**config.mk**
```make
export PLATFORM = sky130hd
export DESIGN_NAME = utf8_stream_validator
export DESIGN_NICKNAME = d
export VERILOG_FILES = /design/src/rtl/u8sv_pkg.sv /design/src/rtl/utf8_stream_validator.sv /design/src/rtl/u8sv_front.sv /design/src/rtl/u8sv_queue.sv /design/src/rtl/u8sv_back.sv
export SDC_FILE = /design/constraint.sdc
export NUM_CORES = 1
export LEC_CHECK = 0
export ABC_AREA = 0
export BUFFER_PORTS_ARGS = -buffer_cell sky130_fd_sc_hd__buf_2
export CAP_MARGIN = 20
export CORE_ASPECT_RATIO = 0.6
export CORE_MARGIN = 2
export CORE_UTILIZATION = 60
export DETAILED_ROUTE_END_ITERATION = 12
export GPL_TIMING_DRIVEN = 0
export PLACE_DENSITY = 0.78
export SETUP_SLACK_MARGIN = 0.3
export SYNTH_ARGS = -nofsm -noshare
export SYNTH_HDL_FRONTEND = slang
export SYNTH_SLANG_ARGS = --single-unit
```
**constraint.sdc**
```tcl
create_clock -name clk -period 9.7 [get_ports clk]
set_input_delay 0.485 -clock clk [delete_from_list [all_inputs] [get_ports clk]]
set_output_delay 0.485 -clock clk [all_outputs]
set_load 0.005 [all_outputs]
```
**src/rtl/u8sv_pkg.sv**
```systemverilog
// ----------------------------------------------------------------------------
// u8sv_pkg
// Shared types, constants and the lead-byte classifier for the UTF-8
// stream validator.
// ----------------------------------------------------------------------------
package u8sv_pkg;

    localparam int QUEUE_DEPTH_DEFAULT = 2;

    localparam logic [1:0] STATUS_OK    = 2'd0;
    localparam logic [1:0] STATUS_ILL   = 2'd1;
    localparam logic [1:0] STATUS_TRUNC = 2'd2;

    localparam logic [7:0] ASCII_MAX   = 8'h7F;
    localparam logic [7:0] LEAD2_MIN   = 8'hC2;
    localparam logic [7:0] LEAD2_MAX   = 8'hDF;
    localparam logic [7:0] LEAD3_E0    = 8'hE0;
    localparam logic [7:0] LEAD3_ED    = 8'hED;
    localparam logic [7:0] LEAD3_MAX   = 8'hEF;
    localparam logic [7:0] LEAD4_F0    = 8'hF0;
    localparam logic [7:0] LEAD4_F4    = 8'hF4;
    localparam logic [7:0] TRAIL_LO    = 8'h80;
    localparam logic [7:0] TRAIL_HI    = 8'hBF;
    localparam logic [7:0] E0_CONT_MIN = 8'hA0;
    localparam logic [7:0] ED_CONT_MAX = 8'h9F;
    localparam logic [7:0] F0_CONT_MIN = 8'h90;
    localparam logic [7:0] F4_CONT_MAX = 8'h8F;

    typedef struct packed {
        logic [7:0] data;
        logic       eom;
        logic       ascii;
        logic       lead_ok;
        logic [1:0] due;
        logic [7:0] nlo;
        logic [7:0] nhi;
    } byte_class_t;

    function automatic byte_class_t classify(input logic [7:0] b, input logic eom);
        byte_class_t c;
        c.data    = b;
        c.eom     = eom;
        c.ascii   = (b <= ASCII_MAX);
        c.lead_ok = 1'b1;
        c.due     = 2'd0;
        c.nlo     = TRAIL_LO;
        c.nhi     = TRAIL_HI;
        if (b >= LEAD2_MIN && b <= LEAD2_MAX)
        begin
            c.due = 2'd1;
        end
        else if (b >= LEAD3_E0 && b <= LEAD3_MAX)
        begin
            c.due = 2'd2;
            if (b == LEAD3_E0)
            begin
                c.nlo = E0_CONT_MIN;
            end
            else if (b == LEAD3_ED)
            begin
                c.nhi = ED_CONT_MAX;
            end
        end
        else if (b >= LEAD4_F0 && b <= LEAD4_F4)
        begin
            c.due = 2'd3;
            if (b == LEAD4_F0)
            begin
                c.nlo = F0_CONT_MIN;
            end
            else if (b == LEAD4_F4)
            begin
                c.nhi = F4_CONT_MAX;
            end
        end
        else
        begin
            c.lead_ok = 1'b0;
        end
        return c;
    endfunction

endpackage

```
**src/rtl/utf8_stream_validator.sv**
```systemverilog
// An accepted byte is written into the queue; when popped, its result is registered and result valid rises.
// Accepts one byte per cycle, sustained, while results are taken each cycle.
// The rate is set by the sequence-tracking registers, which update on every pop.
// Byte ready drops only when the QUEUE_DEPTH-entry queue is full.
// Reset (rst_n low, asynchronous) empties the queue, drops result valid, and
// clears the count of continuation bytes due, next-byte range and error flag.
// ----------------------------------------------------------------------------
// utf8_stream_validator
// Checks a byte stream for well-formed UTF-8, one byte per transfer, and
// returns a status and pending continuation count for every byte.
// ----------------------------------------------------------------------------
module utf8_stream_validator
    import u8sv_pkg::*;
#(
    parameter int QUEUE_DEPTH = QUEUE_DEPTH_DEFAULT
)
(
    input  logic       clk,
    input  logic       rst_n,
    input  logic [7:0] data_byte,
    input  logic       end_of_message,
    input  logic       byte_valid,
    output logic       byte_ready,
    output logic [1:0] status,
    output logic [1:0] pending_count,
    output logic       result_valid,
    input  logic       result_ready
);

    logic        push;
    byte_class_t push_data;
    logic        queue_full;
    logic        pop;
    logic        not_empty;
    byte_class_t pop_data;

    u8sv_front u_front (
        .data_byte      (data_byte),
        .end_of_message (end_of_message),
        .byte_valid     (byte_valid),
        .byte_ready     (byte_ready),
        .queue_full     (queue_full),
        .push           (push),
        .push_data      (push_data)
    );

    u8sv_queue #(
        .DEPTH (QUEUE_DEPTH)
    ) u_queue (
        .clk       (clk),
        .rst_n     (rst_n),
        .push      (push),
        .push_data (push_data),
        .full      (queue_full),
        .pop       (pop),
        .not_empty (not_empty),
        .pop_data  (pop_data)
    );

    u8sv_back u_back (
        .clk           (clk),
        .rst_n         (rst_n),
        .not_empty     (not_empty),
        .pop_data      (pop_data),
        .pop           (pop),
        .status        (status),
        .pending_count (pending_count),
        .result_valid  (result_valid),
        .result_ready  (result_ready)
    );

`ifndef ASSERT_OFF
    a_status_code: assert property (@(posedge clk) disable iff (!rst_n)
        result_valid |-> (status == STATUS_OK || status == STATUS_ILL ||
                          status == STATUS_TRUNC))
        else $error("status carries an undefined code");

    a_ill_no_pending: assert property (@(posedge clk) disable iff (!rst_n)
        result_valid && status == STATUS_ILL |-> pending_count == 2'd0)
        else $error("ill-formed result reports pending continuation bytes");

    a_trunc_pending: assert property (@(posedge clk) disable iff (!rst_n)
        result_valid && status == STATUS_TRUNC |-> pending_count != 2'd0)
        else $error("truncated result reports no missing bytes");

    a_ready_after_result: assert property (@(posedge clk) disable iff (!rst_n)
        !result_valid |=> byte_ready)
        else $error("input stalled although the result register was empty");
`endif

endmodule

```
**src/rtl/u8sv_front.sv**
```systemverilog
// ----------------------------------------------------------------------------
// u8sv_front
// Accepts bytes from the input channel and classifies each one against the
// lead-byte ranges before it enters the queue.
// ----------------------------------------------------------------------------
module u8sv_front
    import u8sv_pkg::*;
(
    input  logic        [7:0] data_byte,
    input  logic              end_of_message,
    input  logic              byte_valid,
    output logic              byte_ready,
    input  logic              queue_full,
    output logic              push,
    output byte_class_t       push_data
);

    assign byte_ready = !queue_full;
    assign push       = byte_valid && !queue_full;
    assign push_data  = classify(data_byte, end_of_message);

endmodule

```
**src/rtl/u8sv_queue.sv**
```systemverilog
// ----------------------------------------------------------------------------
// u8sv_queue
// Short first-in first-out queue of classified bytes between the front and
// the back, so that each side stalls on its own.
// ----------------------------------------------------------------------------
module u8sv_queue
    import u8sv_pkg::*;
#(
    parameter int DEPTH = QUEUE_DEPTH_DEFAULT
)
(
    input  logic        clk,
    input  logic        rst_n,
    input  logic        push,
    input  byte_class_t push_data,
    output logic        full,
    input  logic        pop,
    output logic        not_empty,
    output byte_class_t pop_data
);

    localparam int PW = (DEPTH > 1) ? $clog2(DEPTH) : 1;
    localparam int CW = $clog2(DEPTH + 1);

    byte_class_t     mem_reg [DEPTH];
    logic [PW-1:0]   wr_ptr_reg;
    logic [PW-1:0]   wr_ptr_next;
    logic [PW-1:0]   rd_ptr_reg;
    logic [PW-1:0]   rd_ptr_next;
    logic [CW-1:0]   count_reg;
    logic [CW-1:0]   count_next;

    assign full      = (count_reg == CW'(DEPTH));
    assign not_empty = (count_reg != '0);
    assign pop_data  = mem_reg[rd_ptr_reg];

    always_comb
    begin
        wr_ptr_next = wr_ptr_reg;
        rd_ptr_next = rd_ptr_reg;
        count_next  = count_reg;
        if (push)
        begin
            wr_ptr_next = (wr_ptr_reg == PW'(DEPTH - 1)) ? '0 : wr_ptr_reg + 1'b1;
        end
        if (pop)
        begin
            rd_ptr_next = (rd_ptr_reg == PW'(DEPTH - 1)) ? '0 : rd_ptr_reg + 1'b1;
        end
        if (push && !pop)
        begin
            count_next = count_reg + 1'b1;
        end
        else if (pop && !push)
        begin
            count_next = count_reg - 1'b1;
        end
    end

    always_ff @(posedge clk or negedge rst_n)
    begin
        if (!rst_n)
        begin
            wr_ptr_reg <= '0;
            rd_ptr_reg <= '0;
            count_reg  <= '0;
        end
        else
        begin
            wr_ptr_reg <= wr_ptr_next;
            rd_ptr_reg <= rd_ptr_next;
            count_reg  <= count_next;
        end
    end

    always_ff @(posedge clk)
    begin
        if (push)
        begin
            mem_reg[wr_ptr_reg] <= push_data;
        end
    end

endmodule

```
**src/rtl/u8sv_back.sv**
```systemverilog
// ----------------------------------------------------------------------------
// u8sv_back
// Sequence checker: tracks continuation bytes still due and their allowed
// range, holds the sticky error flag, and registers one result per byte.
// ----------------------------------------------------------------------------
module u8sv_back
    import u8sv_pkg::*;
(
    input  logic        clk,
    input  logic        rst_n,
    input  logic        not_empty,
    input  byte_class_t pop_data,
    output logic        pop,
    output logic [1:0]  status,
    output logic [1:0]  pending_count,
    output logic        result_valid,
    input  logic        result_ready
);

    logic [1:0] rem_reg;
    logic [1:0] rem_next;
    logic [7:0] nlo_reg;
    logic [7:0] nlo_next;
    logic [7:0] nhi_reg;
    logic [7:0] nhi_next;
    logic       failed_reg;
    logic       failed_next;
    logic       valid_reg;
    logic [1:0] status_reg;
    logic [1:0] status_next;
    logic [1:0] pend_reg;
    logic [1:0] pend_next;
    logic       ok;
    logic [1:0] rem_dec;

    assign pop           = not_empty && (!valid_reg || result_ready);
    assign result_valid  = valid_reg;
    assign status        = status_reg;
    assign pending_count = pend_reg;
    assign rem_dec       = rem_reg - 2'd1;

    always_comb
    begin
        rem_next    = rem_reg;
        nlo_next    = nlo_reg;
        nhi_next    = nhi_reg;
        failed_next = failed_reg;
        ok          = 1'b0;
        if (!failed_reg)
        begin
            if (rem_reg == 2'd0)
            begin
                ok = pop_data.ascii || pop_data.lead_ok;
                if (pop_data.lead_ok)
                begin
                    rem_next = pop_data.due;
                    nlo_next = pop_data.nlo;
                    nhi_next = pop_data.nhi;
                end
            end
            else
            begin
                ok = (pop_data.data >= nlo_reg) && (pop_data.data <= nhi_reg);
                if (ok)
                begin
                    rem_next = rem_dec;
                    if (rem_dec != 2'd0)
                    begin
                        nlo_next = TRAIL_LO;
                        nhi_next = TRAIL_HI;
                    end
                end
            end
            if (!ok)
            begin
                failed_next = 1'b1;
                rem_next    = rem_reg;
                nlo_next    = nlo_reg;
                nhi_next    = nhi_reg;
            end
        end
        if (failed_next)
        begin
            status_next = STATUS_ILL;
            pend_next   = 2'd0;
        end
        else
        begin
            pend_next   = rem_next;
            status_next = (pop_data.eom && rem_next != 2'd0) ? STATUS_TRUNC : STATUS_OK;
        end
        if (pop_data.eom)
        begin
            rem_next    = 2'd0;
            nlo_next    = 8'h00;
            nhi_next    = 8'h00;
            failed_next = 1'b0;
        end
    end

    always_ff @(posedge clk or negedge rst_n)
    begin
        if (!rst_n)
        begin
            rem_reg    <= 2'd0;
            nlo_reg    <= 8'h00;
            nhi_reg    <= 8'h00;
            failed_reg <= 1'b0;
            valid_reg  <= 1'b0;
        end
        else
        begin
            if (pop)
            begin
                rem_reg    <= rem_next;
                nlo_reg    <= nlo_next;
                nhi_reg    <= nhi_next;
                failed_reg <= failed_next;
                valid_reg  <= 1'b1;
            end
            else if (result_ready)
            begin
                valid_reg <= 1'b0;
            end
        end
    end

    always_ff @(posedge clk)
    begin
        if (pop)
        begin
            status_reg <= status_next;
            pend_reg   <= pend_next;
        end
    end

endmodule

```
## Yosys cells after proc, flatten, opt, wreduce, memory -nomap -nowiden

Memory sizes are Yosys's and may differ from the RTL's.
Index checks and enable logic that the tools add are counted.

| storage, ports and cells | value |
|---|---|
| flip-flop bits (word level) | 28 |
| RAM bits | 58 |
| bits of input ports | 13 |
| output and inout bits | 6 |
| logic and storage cells | 104 |
| memories | 1 |

Memory list:

| name | words | width | rd ports | clocked after Yosys merged registers in | wr ports | line | text |
|---|---|---|---|---|---|---|---|
| u_queue.mem_reg | 2 | 29 | 1 | 0 | 1 | u8sv_queue.sv:25 | `byte_class_t mem_reg [DEPTH];` |

| operators by class | value |
|---|---|
| add/subtract/negate cells | 5 |
| $lt $le $gt $ge | 9 |
| eq/ne operators | 7 |
| muxes and demuxes | 47 |
| reductions and logical operators | 25 |

Operators by type and width:

| operator | count |
|---|---|
| two-way mux 8 bit | 15 |
| two-way mux 18 bit | 2 |
| equality test 8 bit (second input constant) | 4 |
| greater-or-equal comparator 8 bit (second input constant) | 3 |
| <= comparator 8 bit (second input constant) | 3 |
| two-way mux 6 bit | 4 |
| two-way mux 2 bit | 10 |
| two-way mux 16 bit | 1 |
| two-way mux 1 bit | 14 |
| nonzero test 2 bit | 6 |
| logical AND 1 bit | 9 |
| greater-or-equal comparator 8 bit | 1 |
| <= comparator 8 x 7 -> 1 bit (second input constant) | 1 |
| <= comparator 8 bit | 1 |
| AND reduction 6 bit | 1 |
| nonzero test 3 bit | 2 |
| two-way mux 5 bit | 1 |
| logical NOT 1 bit | 4 |
| subtractor 2 x 1 -> 2 bit (second input constant) | 2 |
| != test 3 x 1 -> 1 bit (second input constant) | 1 |
| adder 1 bit (second input constant) | 2 |
| adder 2 x 1 -> 2 bit (second input constant) | 1 |
| equality test 2 bit (second input constant) | 1 |
| logical NOT 2 bit | 1 |
| 2 further kinds | 3 |

## Logic depth before layout (Yosys ltp)

Gate-level depths: netlist of the first run.
An unclocked memory read counts as a cell.

| logic depth | value |
|---|---|
| word-level depth | 10 |
| mapped depth | 11 |
| depth with buffers taken out | 9 |

## By module

From an unflattened synthesis of the first run, not the netlist that was laid out.

| second synthesis, totals | value |
|---|---|
| cell total of the unflattened synthesis | 320 |
| area, all modules | 4374.2 sq um |

Modules (own cells, without submodules):

| module | instances | cells each | area an instance (sq um) | seq. area each (sq um) |
|---|---|---|---|---|
| u8sv_queue | 1 | 106 | 2399.8 | 1841.8 |
| u8sv_back | 1 | 166 | 1667.8 | 620.6 |
| u8sv_front | 1 | 48 | 306.5 | 0.0 |

## Worst setup path before layout of the first run

Ideal clock, no wire load.

| timing path | value |
|---|---|
| path type | register -> register |
| start | reg u_queue.rd_ptr_reg |
| end | reg u_back.status_reg[1], in the netlist u_back.status[1], data pin |
| setup time | 0.261 ns |
| arrival | 2.841 ns |
| required time | 9.439 ns |
| slack | 6.598 ns |
| stages on the path, launching flop included | 12 |
| path buffers | 3 |
| period minus slack after synthesis | 3.102 ns |
| cell sequence | dfrtp_1 > buf_6 > clkbuf_1 > mux2_2 > ha_1 > nand3_1 > a2111oi_2 > or3_1 > buf_6 > o21a_2 > o311ai_2 > o311a_1 |

| between the ends | value |
|---|---|
| word-level cells in the longest chain between the ends | 10 |
| elaborated cells on any way between the ends | 17 |
| those cells by class | 2 x order compare; 10 x mux; 4 x reduce/logical; 1 x memory |

Ends and longest elaborated chain:

| element | line | text |
|---|---|---|
| from (decl) | u8sv_queue.sv:28 | `logic [PW-1:0] rd_ptr_reg;` |
| from (signal assigned) | u8sv_queue.sv:71 | `rd_ptr_reg <= rd_ptr_next;` |
| memory read (2 x 29 bit) (*) | -- |  |
| greater-or-equal comparator 8 bit / <= comparator 8 bit (equally long branches) | u8sv_back.sv:63 | `ok = (pop_data.data >= nlo_reg) && (pop_data.data <= nhi_reg);` |
| logical AND 1 bit | u8sv_back.sv:63 |  |
| two-way mux 2 bit / two-way mux 1 bit (equally long branches) | u8sv_back.sv:64, u8sv_back.sv:51 |  |
| two-way mux 2 bit / two-way mux 1 bit (equally long branches) | u8sv_back.sv:51, u8sv_back.sv:49 |  |
| two-way mux 2 bit | u8sv_back.sv:74 | `if (!ok)` |
| two-way mux 2 bit | u8sv_back.sv:49 | `if (!failed_reg)` |
| nonzero test 2 bit | u8sv_back.sv:90 | `status_next = (pop_data.eom && rem_next != 2'd0) ? STATUS_TRUNC : STATUS_OK;` |
| logical AND 1 bit | u8sv_back.sv:90 |  |
| two-way mux 2 bit | u8sv_back.sv:90 |  |
| to (signal assigned) | u8sv_back.sv:132 | `status_reg <= status_next;` |
| to (decl) | u8sv_back.sv:29 | `logic [1:0] status_reg;` |

Mark *: on every way between the ends. The rest lies on a longest branch, timed or not. The select of a mux whose other input is x is not followed.
A chain may end at the register's enable or synchronous reset.

## Worst setup path in the final report of the first run

Same ends and word-level chain as after synthesis.

==> impl_metrics.ini, run 1 <==
[routing]
dr_total_vias = 1691
antenna_left = 0
drc = 0
viasPerCell = 5.85
wl_mm = 5.06
wire_per_inst_um = 17.5
drt-initial-drc-count = 290
drt-pass1-iter-count = 5

[sta]
slew_headroom_pct = 46.2
min_period_ns = 3.64
setup_slack_ns = 6.06
finalMaxSlewViolations = 0
setup_viol = 0
fin_crit_sh_pct = 37.5
hold_viol_final = 0
worst_pin_slew_ns = 0.807
fin_skew_ns = 0.00897
rsz0062_at_grt = false
fmax_mhz = 275
setup_tns_ns = 0

[final_layout]
stdcell_count = 289
diodes = 0
most-common-layout-cells = edfxtp_1, buf_2, inv_1
final_common_cell = edfxtp_1
largest_reg_flops = 34
syn_to_final_growth_pct = 10.5
finalNetCount = 253
drive_gt1_share_pct = 18.8
num-fill-cells = 286
final_core_util_pct = 68.6

[power]
p_per_area_nw_per_um2 = 330
p_leak_nw = 1.08
ir_worst_vdd_uv = 203
power.total_w = 0.000923

[placed_design]
dp.cells = 281
dpl_worst_slack_ns = 6.14
finalWeightedCongestion = 0.901
hpwl_mm = 3.79
port_buffers = 18

[clock_tree]
hold_buffers = 0
clockBufferDepth = 2
cts-root-buf = clkbuf_8
clock_latency_ns = 0.31
ctsHtreeMaxLevel = 2
cts_resized = 0
cts.sinks = 51
cts_setup_buffers = 0
cts_buffers = 5
clk_pin_slew_ns = 0.09
cts_tree = done

[outcome]
outcome = finished, final reports clean

[die]
die_h_um = 54.3
dieWidth_um = 87.9
io_pins = 19
rows = 18
core_area_um2 = 4080
start_util_pct = 62.1
die-area_um2 = 4770

[global_route]
grt_pass1_vias = 1556
grt_use_met3_pct = 6.94
grt_use_met1_pct = 34.2
overflow = 0
busiest_layer = met1
antenna_found_initial = 0
grt_max_degree = 18
track_usage_pct = 23.4
grt_pass1_wl_mm = 7.99
met2_usage_pct = 33.5

[synth]
ys_warn_count = 0
ys_seq_area_share_pct = 57.9
synth_top_cell_area_share_pct = 45.1
syn_area_per_cell_um2 = 12.5
yosysUniqueCellTypes = 50
ys_ff_latch = 51
synth_edf_count = 38
async_flop_share_pct = 25.5
synth_area_leaders = edfxtp_1, dfrtp_1, ha_1
ys.flop_type = edfxtp_1
syn_inst = 202
syn_nets = 227
yosysTopAreaCell = edfxtp_1
synth_area_um2 = 2530

[worst_setup_path]
criticalPathCategory = reg -> reg
endpoint_kind = register
cp.required_ns = 9.77
crit_fanout = 10
arrival_ns = 3.70
start_kind = register

[flow_run]
drv_cap = 0

[hold_path]
hp-class = in -> async
[synth_stat cells (4+ instances only)]
| master | instances |
|---|---|
| ha_1 | 12 |
| o211ai_1 | 4 |
| mux2_2 | 7 |
| a32o_1 | 4 |
| nand2_1 | 13 |
| edfxtp_1 | 38 |
| a21oi_1 | 6 |
| inv_1 | 17 |
| mux2i_1 | 6 |
| nor2_1 | 14 |
| nand3_1 | 7 |
| dfrtp_1 | 13 |
| o21ai_0 | 7 |
[kinds of logic (layout without fill, tap and decap cells)]
family	after synthesis	count (layout)	share of synthesized area (%)
simple gates	53	53	10.3
flops	51	51	57.9
compound gates	45	45	13.8
buf+inv	22	49	3.86
mux	14	14	6.38
fa+ha+maj	12	12	5.93
xor+xnor	5	5	1.73
[final cells by class]
| class | instances | area (um^2) | share of cell area, % |
|---|---|---|---|
| Buffer | 5 | 33.8 | 1.21 |
| Clock buffer | 6 | 72.6 | 2.59 |
| Clock inverter | 2 | 17.5 | 0.626 |
| Inverter | 17 | 63.8 | 2.28 |
| Multi-Input combinational cell | 129 | 967 | 34.6 |
| Sequential cell | 51 | 1470 | 52.4 |
| Tap cell | 60 | 75.1 | 2.68 |
| Timing Repair Buffer | 19 | 101 | 3.62 |
[report_power, final]
group / leakage, nW / total [W] / internal [W] / switching, W
Clock: 0.0454 / 0.000123 / 0.0000519 / 0.0000715
Combinational: 0.522 / 0.000449 / 0.000186 / 0.000264
Sequential: 0.515 / 0.000350 / 0.000314 / 0.0000362
[metal layers]
layer	vias up	routed length [um]	share of wire [%]
met5	-	0	0
met4	0	60	1.2
met3	11	320	6.3
met2	52	2180	43
met1	809	2500	49
li1	819	-	-
[path summary, 6_finish.rpt]
kind	startpoint	to	slack, ns	cells after the start
min reg2reg	u_back.nhi_reg[4]$_DFFE_PN0P_	u_back.nhi_reg[4]$_DFFE_PN0P_	0.51	1
max reg2reg	u_queue.rd_ptr_reg$_DFFE_PN0P_	u_back.status[1]$_SDFFCE_PP0P_	6.06	11
min in group clk	end_of_message	u_queue.mem_reg[1][20]$_DFFE_PP_	0.36	1
max in group asynchronous	rst_n	u_queue.rd_ptr_reg$_DFFE_PN0P_	9.41	1
min	rst_n	u_queue.wr_ptr_reg$_DFFE_PN0P_	0.05	1
max	u_queue.rd_ptr_reg$_DFFE_PN0P_	u_back.status[1]$_SDFFCE_PP0P_	6.06	11
[worst max-delay path, stage by stage, from the launching register on]
cell	delay, ns
dfrtp_1	0.49
buf_6	0.19
clkbuf_1	0.57
mux2_2	0.45
ha_1	0.36
nand3_1	0.10
a2111oi_2	0.32
or3_1	0.18
buf_6	0.12
o21a_2	0.15
o311ai_2	0.10
o311a_1	0.37
[per-stage QoR]
step / hold WS (ns) / area (um^2)
finish: 0.0472 / 2800
CTS: 0.0476 / 2800
global placement: 0.386 / 2700
floorplan: 0.189 / 2530
detailed placement: 0.392 / 2710
global route: 0.0597 / 2800
No activity file was read; power rests on OpenSTA's default activity.
==> run 2, diff against run 1 <==
--- a/config.mk
+++ b/config.mk
@@ -10,10 +10,10 @@
 export CAP_MARGIN = 20
 export CORE_ASPECT_RATIO = 0.6
 export CORE_MARGIN = 2
-export CORE_UTILIZATION = 60
+export CORE_UTILIZATION = 53
 export DETAILED_ROUTE_END_ITERATION = 12
 export GPL_TIMING_DRIVEN = 0
-export PLACE_DENSITY = 0.78
+export PLACE_DENSITY = 0.72
 export SETUP_SLACK_MARGIN = 0.3
 export SYNTH_ARGS = -nofsm -noshare
 export SYNTH_HDL_FRONTEND = slang
==> constraint.sdc (replaced) <==
create_clock -name clk -period 3.3 [get_ports clk]
set_input_delay 0.165 -clock clk [delete_from_list [all_inputs] [get_ports clk]]
set_output_delay 0.165 -clock clk [all_outputs]
set_load 0.005 [all_outputs]
==> impl_metrics.ini, run 2 (synthesis results as in run 1) <==
[clock_tree]
cts-root-buf = clkbuf_8
clk_pin_slew_ns = 0.09
clockBufferDepth = 2
cts_tree = done
ctsHtreeMaxLevel = 2
clock_latency_ns = 0.31
cts_buffers = 5
cts.sinks = 51

[die]
die_h_um = 57.5
start_util_pct = 55.2
rows = 19
dieWidth_um = 93.2
die-area_um2 = 5360
core_area_um2 = 4590
io_pins = 19

[worst_setup_path]
start_kind = register
arrival_ns = 3.03
r2r-start = u_queue.rd_ptr_reg$_DFFE_PN0P_
crit_chain = buf_8 > buf_12 > mux2_4 > ha_4 > nand3_1 > a2111oi_2 > or3_1 > buf_6 > o211ai_1 > a21oi_2 > a21boi_0
r2r_setup_slack_ns = 0.41
criticalPathCategory = reg -> reg
cp.required_ns = 3.44
endpoint_kind = register
r2r_cells = 11
cp_slowest_cell = dfrtp_2
crit_fanout = 10
slowest_delay_ns = 0.43
regToRegEndpoint = u_back.pending_count[0]$_SDFFCE_PP0P_

[global_route]
grt_max_degree = 18
track_usage_pct = 19.6
overflow = 0
grt_pass1_wl_mm = 7.69
antenna_found_initial = 0
grt_pass1_vias = 1519

[outcome]
outcome = finished, final reports clean

[final_layout]
syn_to_final_growth_pct = 13.8
finalNetCount = 256
drive_gt1_share_pct = 21.6
design_area_um2 = 2880
most-common-layout-cells = edfxtp_1, buf_2, inv_1
diodes = 0
final_core_util_pct = 62.8
largest_reg_flops = 34
final_common_cell = edfxtp_1

[power]
p_leak_nw = 1.11
p_per_area_nw_per_um2 = 963
seq_power_share_pct = 36.8
p_comb_share_pct = 50.6
p_clk_share_pct = 12.6
p_int_w = 0.00169
swShare_pct = 39.0
p_switching_w = 0.00108
ir_worst_vdd_uv = 436

[sta]
whs_ns = 0.0421
fmax_mhz = 346
hold_viol_final = 0
fin_crit_sh_pct = 87.5
rsz0062_at_grt = false
min_period_ns = 2.89
setup_slack_ns = 0.411
worst_pin_slew_ns = 0.784
finalMaxSlewViolations = 0
setup_tns_ns = 0
setup_viol = 0
fin_skew_ns = 0.00540
slew_headroom_pct = 47.7

[hold_path]
whs_path_depth = 1
holdCritStartpoint = end_of_message
hp-class = in -> reg
hold_end = u_queue.mem_reg[0][20]$_DFFE_PP_

[routing]
dr_total_vias = 1666
wl_mm = 4.76
viasPerCell = 5.65
drt-initial-drc-count = 145
antenna_left = 0
drc = 0
drt-pass1-iter-count = 4
wire_per_inst_um = 16.1

[placed_design]
finalWeightedCongestion = 0.947
placed_area_um2 = 2710
hpwl_mm = 3.59
dpl_worst_slack_ns = -0.0106
port_buffers = 18

[flow_run]
drv_cap = 0
[run 2: cell types whose count changed in the layout (fill, tap and decap cells not counted), sizes merged]
cell	delta
buf	+3
clkinv	-1
clkbuf	-1
clkinvlp	+1
dlygate4sd3	+1
[run 2: worst max path at each step]
stage                                         startpoint                               endpoint  slack [ns]  cells past startpoint
final                     u_queue.rd_ptr_reg$_DFFE_PN0P_  u_back.pending_count[0]$_SDFFCE_PP0P_        0.41                     11
after global placement    u_queue.rd_ptr_reg$_DFFE_PN0P_         u_back.status[1]$_SDFFCE_PP0P_        0.03                     11
after global routing      u_queue.rd_ptr_reg$_DFFE_PN0P_  u_back.pending_count[0]$_SDFFCE_PP0P_        0.32                     11
after CTS                 u_queue.rd_ptr_reg$_DFFE_PN0P_         u_back.status[1]$_SDFFCE_PP0P_        0.33                     11
after floorplan           u_queue.rd_ptr_reg$_DFFE_PN0P_         u_back.status[1]$_SDFFCE_PP0P_        0.38                     11
after detailed placement  u_queue.rd_ptr_reg$_DFFE_PN0P_         u_back.status[1]$_SDFFCE_PP0P_       -0.01                     11
[run 2: area by class of cell]
type                            instances  area, um^2
Fill cell                             364        1710
Tap cell                               63        78.8
Timing Repair Buffer                   22         126
Multi-Input combinational cell        129        1010
Buffer                                  5        53.8
Clock buffer                            6        72.6
Inverter                               17        63.8
Sequential cell                        51        1470
Clock inverter                          2        12.5
[run 2: critical path, delay by kind of cell (launching register included)]
family,cells,cell delay (ns)
AO/OA/AOI/OAI,4,0.98
adder cells (fa/ha/maj),1,0.30
buffers and inverters,3,0.41
flip-flops,1,0.43
multiplexers,1,0.33
AND/OR/NAND/NOR,2,0.26
[run 2: through the flow]
stage / instances / total power, W
detailed placement: 284 / 0.00233
CTS: 294 / 0.00271
floorplan: 202 / 0.00198
finish: 295 / 0.00277
global route: 295 / 0.00299
global placement: 283 / 0.00229
[run 2: per-layer routing]
layer	track usage, %	part of all wire (%)
met5	0	0
met1	31.2	53
met4	3.78	0.61
met2	25.7	41
met3	6.87	5.9
[run 2: power groups by stage]
stage / Sequential (W) / Combinational (W) / Clock, W
after floorplan: 0.00102 / 0.000967 / 0
after global placement: 0.00103 / 0.00125 / 0
after detailed placement: 0.00104 / 0.00129 / 0
after CTS: 0.00102 / 0.00134 / 0.000356
after global routing: 0.00104 / 0.00157 / 0.000375
final: 0.00102 / 0.00140 / 0.000349
[run 2: repair_timing]
item	CTS	global route
pin swaps	0	4
setup endpoints to repair	12	8
buffers inserted	1	1
hold buffers	1	0
resized for setup	4	7
hold endpoints to repair	13	0
==> run 3, diff against run 2 <==
--- a/config.mk
+++ b/config.mk
@@ -8,12 +8,14 @@
 export ABC_AREA = 0
 export BUFFER_PORTS_ARGS = -buffer_cell sky130_fd_sc_hd__buf_2
 export CAP_MARGIN = 20
+export CELL_PAD_IN_SITES_DETAIL_PLACEMENT = 1
+export CELL_PAD_IN_SITES_GLOBAL_PLACEMENT = 1
 export CORE_ASPECT_RATIO = 0.6
 export CORE_MARGIN = 2
-export CORE_UTILIZATION = 53
+export CORE_UTILIZATION = 44
 export DETAILED_ROUTE_END_ITERATION = 12
 export GPL_TIMING_DRIVEN = 0
-export PLACE_DENSITY = 0.72
+export PLACE_DENSITY = 0.73
 export SETUP_SLACK_MARGIN = 0.3
 export SYNTH_ARGS = -nofsm -noshare
 export SYNTH_HDL_FRONTEND = slang
==> impl_metrics.ini, run 3 (synthesis results as in run 1) <==
[outcome]
outcome = finished, final reports clean

[global_route]
overflow = 0
grt_max_degree = 18
antenna_found_initial = 0
grt_pass1_vias = 1658
track_usage_pct = 18.4
grt_pass1_wl_mm = 8.69

[clock_tree]
ctsHtreeMaxLevel = 2
cts_buffers = 5
cts-root-buf = clkbuf_8
cts.sinks = 51
clk_pin_slew_ns = 0.09
cts_tree = done
clockBufferDepth = 2
clock_latency_ns = 0.30

[routing]
wl_mm = 5.47
drt-pass1-iter-count = 4
dr_total_vias = 1679
viasPerCell = 5.38
wire_per_inst_um = 17.5
antenna_left = 0
drt-initial-drc-count = 69
drc = 0

[worst_setup_path]
slowest_delay_ns = 0.42
criticalPathCategory = reg -> reg
endpoint_kind = register
r2r-start = u_queue.rd_ptr_reg$_DFFE_PN0P_
crit_fanout = 10
start_kind = register
startpoint = u_queue.rd_ptr_reg$_DFFE_PN0P_
cp.required_ns = 3.35
cp_slowest_cell = dfrtp_2
arrival_ns = 2.91
crit_chain = buf_6 > buf_12 > mux2_4 > ha_4 > nand3_1 > a2111oi_2 > or3_1 > buf_6 > o21a_2 > o311ai_2 > o311a_1
path_common_cell = buf_6

[placed_design]
hpwl_mm = 4.19
port_buffers = 18
finalWeightedCongestion = 0.849
dpl_worst_slack_ns = -0.0436
placed_area_um2 = 2730

[power]
p_per_area_nw_per_um2 = 974
p_leak_nw = 1.11
power.total_w = 0.00284
ir_worst_vdd_uv = 389

[final_layout]
multiInputGateArea_um2 = 1020
largest_reg_flops = 34
diodes = 0
final_core_util_pct = 52.3
num-fill-cells = 587
design_area_um2 = 2910
finalNetCount = 256
drive_gt1_share_pct = 22.8
final_common_cell = edfxtp_1
syn_to_final_growth_pct = 15.1
register_area_um2 = 1470
most-common-layout-cells = edfxtp_1, buf_2, inv_1

[die]
die_h_um = 62.8
start_util_pct = 45.4
rows = 21
core_area_um2 = 5570
io_pins = 19
dieWidth_um = 102
die-area_um2 = 6400

[flow_run]
drv_cap = 0

[sta]
fin_crit_sh_pct = 86.7
finalMaxSlewViolations = 0
min_period_ns = 2.86
rsz0062_at_grt = false
fin_skew_ns = 0.00916
hold_viol_final = 0
setup_viol = 0
slew_headroom_pct = 37.0
setup_tns_ns = 0
setup_slack_ns = 0.440
worst_pin_slew_ns = 0.943
fmax_mhz = 350

[hold_path]
holdCritStartpoint = end_of_message
hp-class = in -> reg
[run 3: changes by cell type in the layout (fill, tap and decap cells not counted)]
cell and change:
clkinv_4 +1, o2111a_1 -1, nor2_1 -1, nor2_2 +1, buf_8 -1, ha_1 -1, clkinvlp_4 -1, ha_4 +1
buf_4 +1, o2111a_2 +1
[run 3: repair_timing]
item | CTS | global route
pin swaps | 1 | 4
endpoints found under the setup margin | 12 | 8
buffers inserted | 1 | 2
resized for setup | 6 | 6
hold buffers | 1 | 0
hold endpoints to repair | 13 | 0
[run 3: final timing paths]
check	end	slack, ns	depth (start not counted)
hold reg to reg	u_back.nhi_reg[5]$_DFFE_PN0P_	0.49	1
min in group asynchronous	u_back.nhi_reg[4]$_DFFE_PN0P_	0.29	2
hold / removal	u_queue.mem_reg[1][20]$_DFFE_PP_	0.06	1
setup / recovery	u_back.status[1]$_SDFFCE_PP0P_	0.44	11
max in group asynchronous	u_queue.rd_ptr_reg$_DFFE_PN0P_	2.73	2
setup reg to reg	u_back.status[1]$_SDFFCE_PP0P_	0.44	11
[run 3: stage by stage]
step / hold slack [ns] / std cells
after floorplan: -0.131 / 202
after global routing: 0.0406 / 312
final: 0.0566 / 312
after detailed placement: 0.0848 / 300
after CTS: 0.0483 / 310
after global placement: 0.0825 / 300
[run 3: layout make-up]
type	instances	area share, %
buffer	5	1.72
timing repair buffer	22	4.21
clock buffer	6	2.49
multi-input combinational	129	35.1
sequential	51	50.4
clock inverter	2	0.473
inverter	17	2.19
tap	80	3.44
[run 3: where the power goes]
part           internal, W  switching, W  total, W
Combinational     0.000633      0.000829   0.00146
Sequential        0.000925      0.000100   0.00103
Clock             0.000150      0.000201  0.000350
[run 3: per-layer routing]
metal / share of wire [%] / vias up / GRT usage [%]
met1: 54 / 826 / 29.9
met3: 3.4 / 2 / 4.70
met4: 0.37 / 0 / 4.00
met5: 0 / - / 0
li1: - / 827 / -
met2: 42 / 24 / 24.3
[run 3: critical path, delay by kind of cell (launching register included)]
family                   cells  cell delay [ns]
flip-flops                   1             0.42
AO/OA/AOI/OAI                4             0.88
buffers and inverters        3             0.41
AND/OR/NAND/NOR              2             0.27
multiplexers                 1             0.34
adder cells (fa/ha/maj)      1             0.28
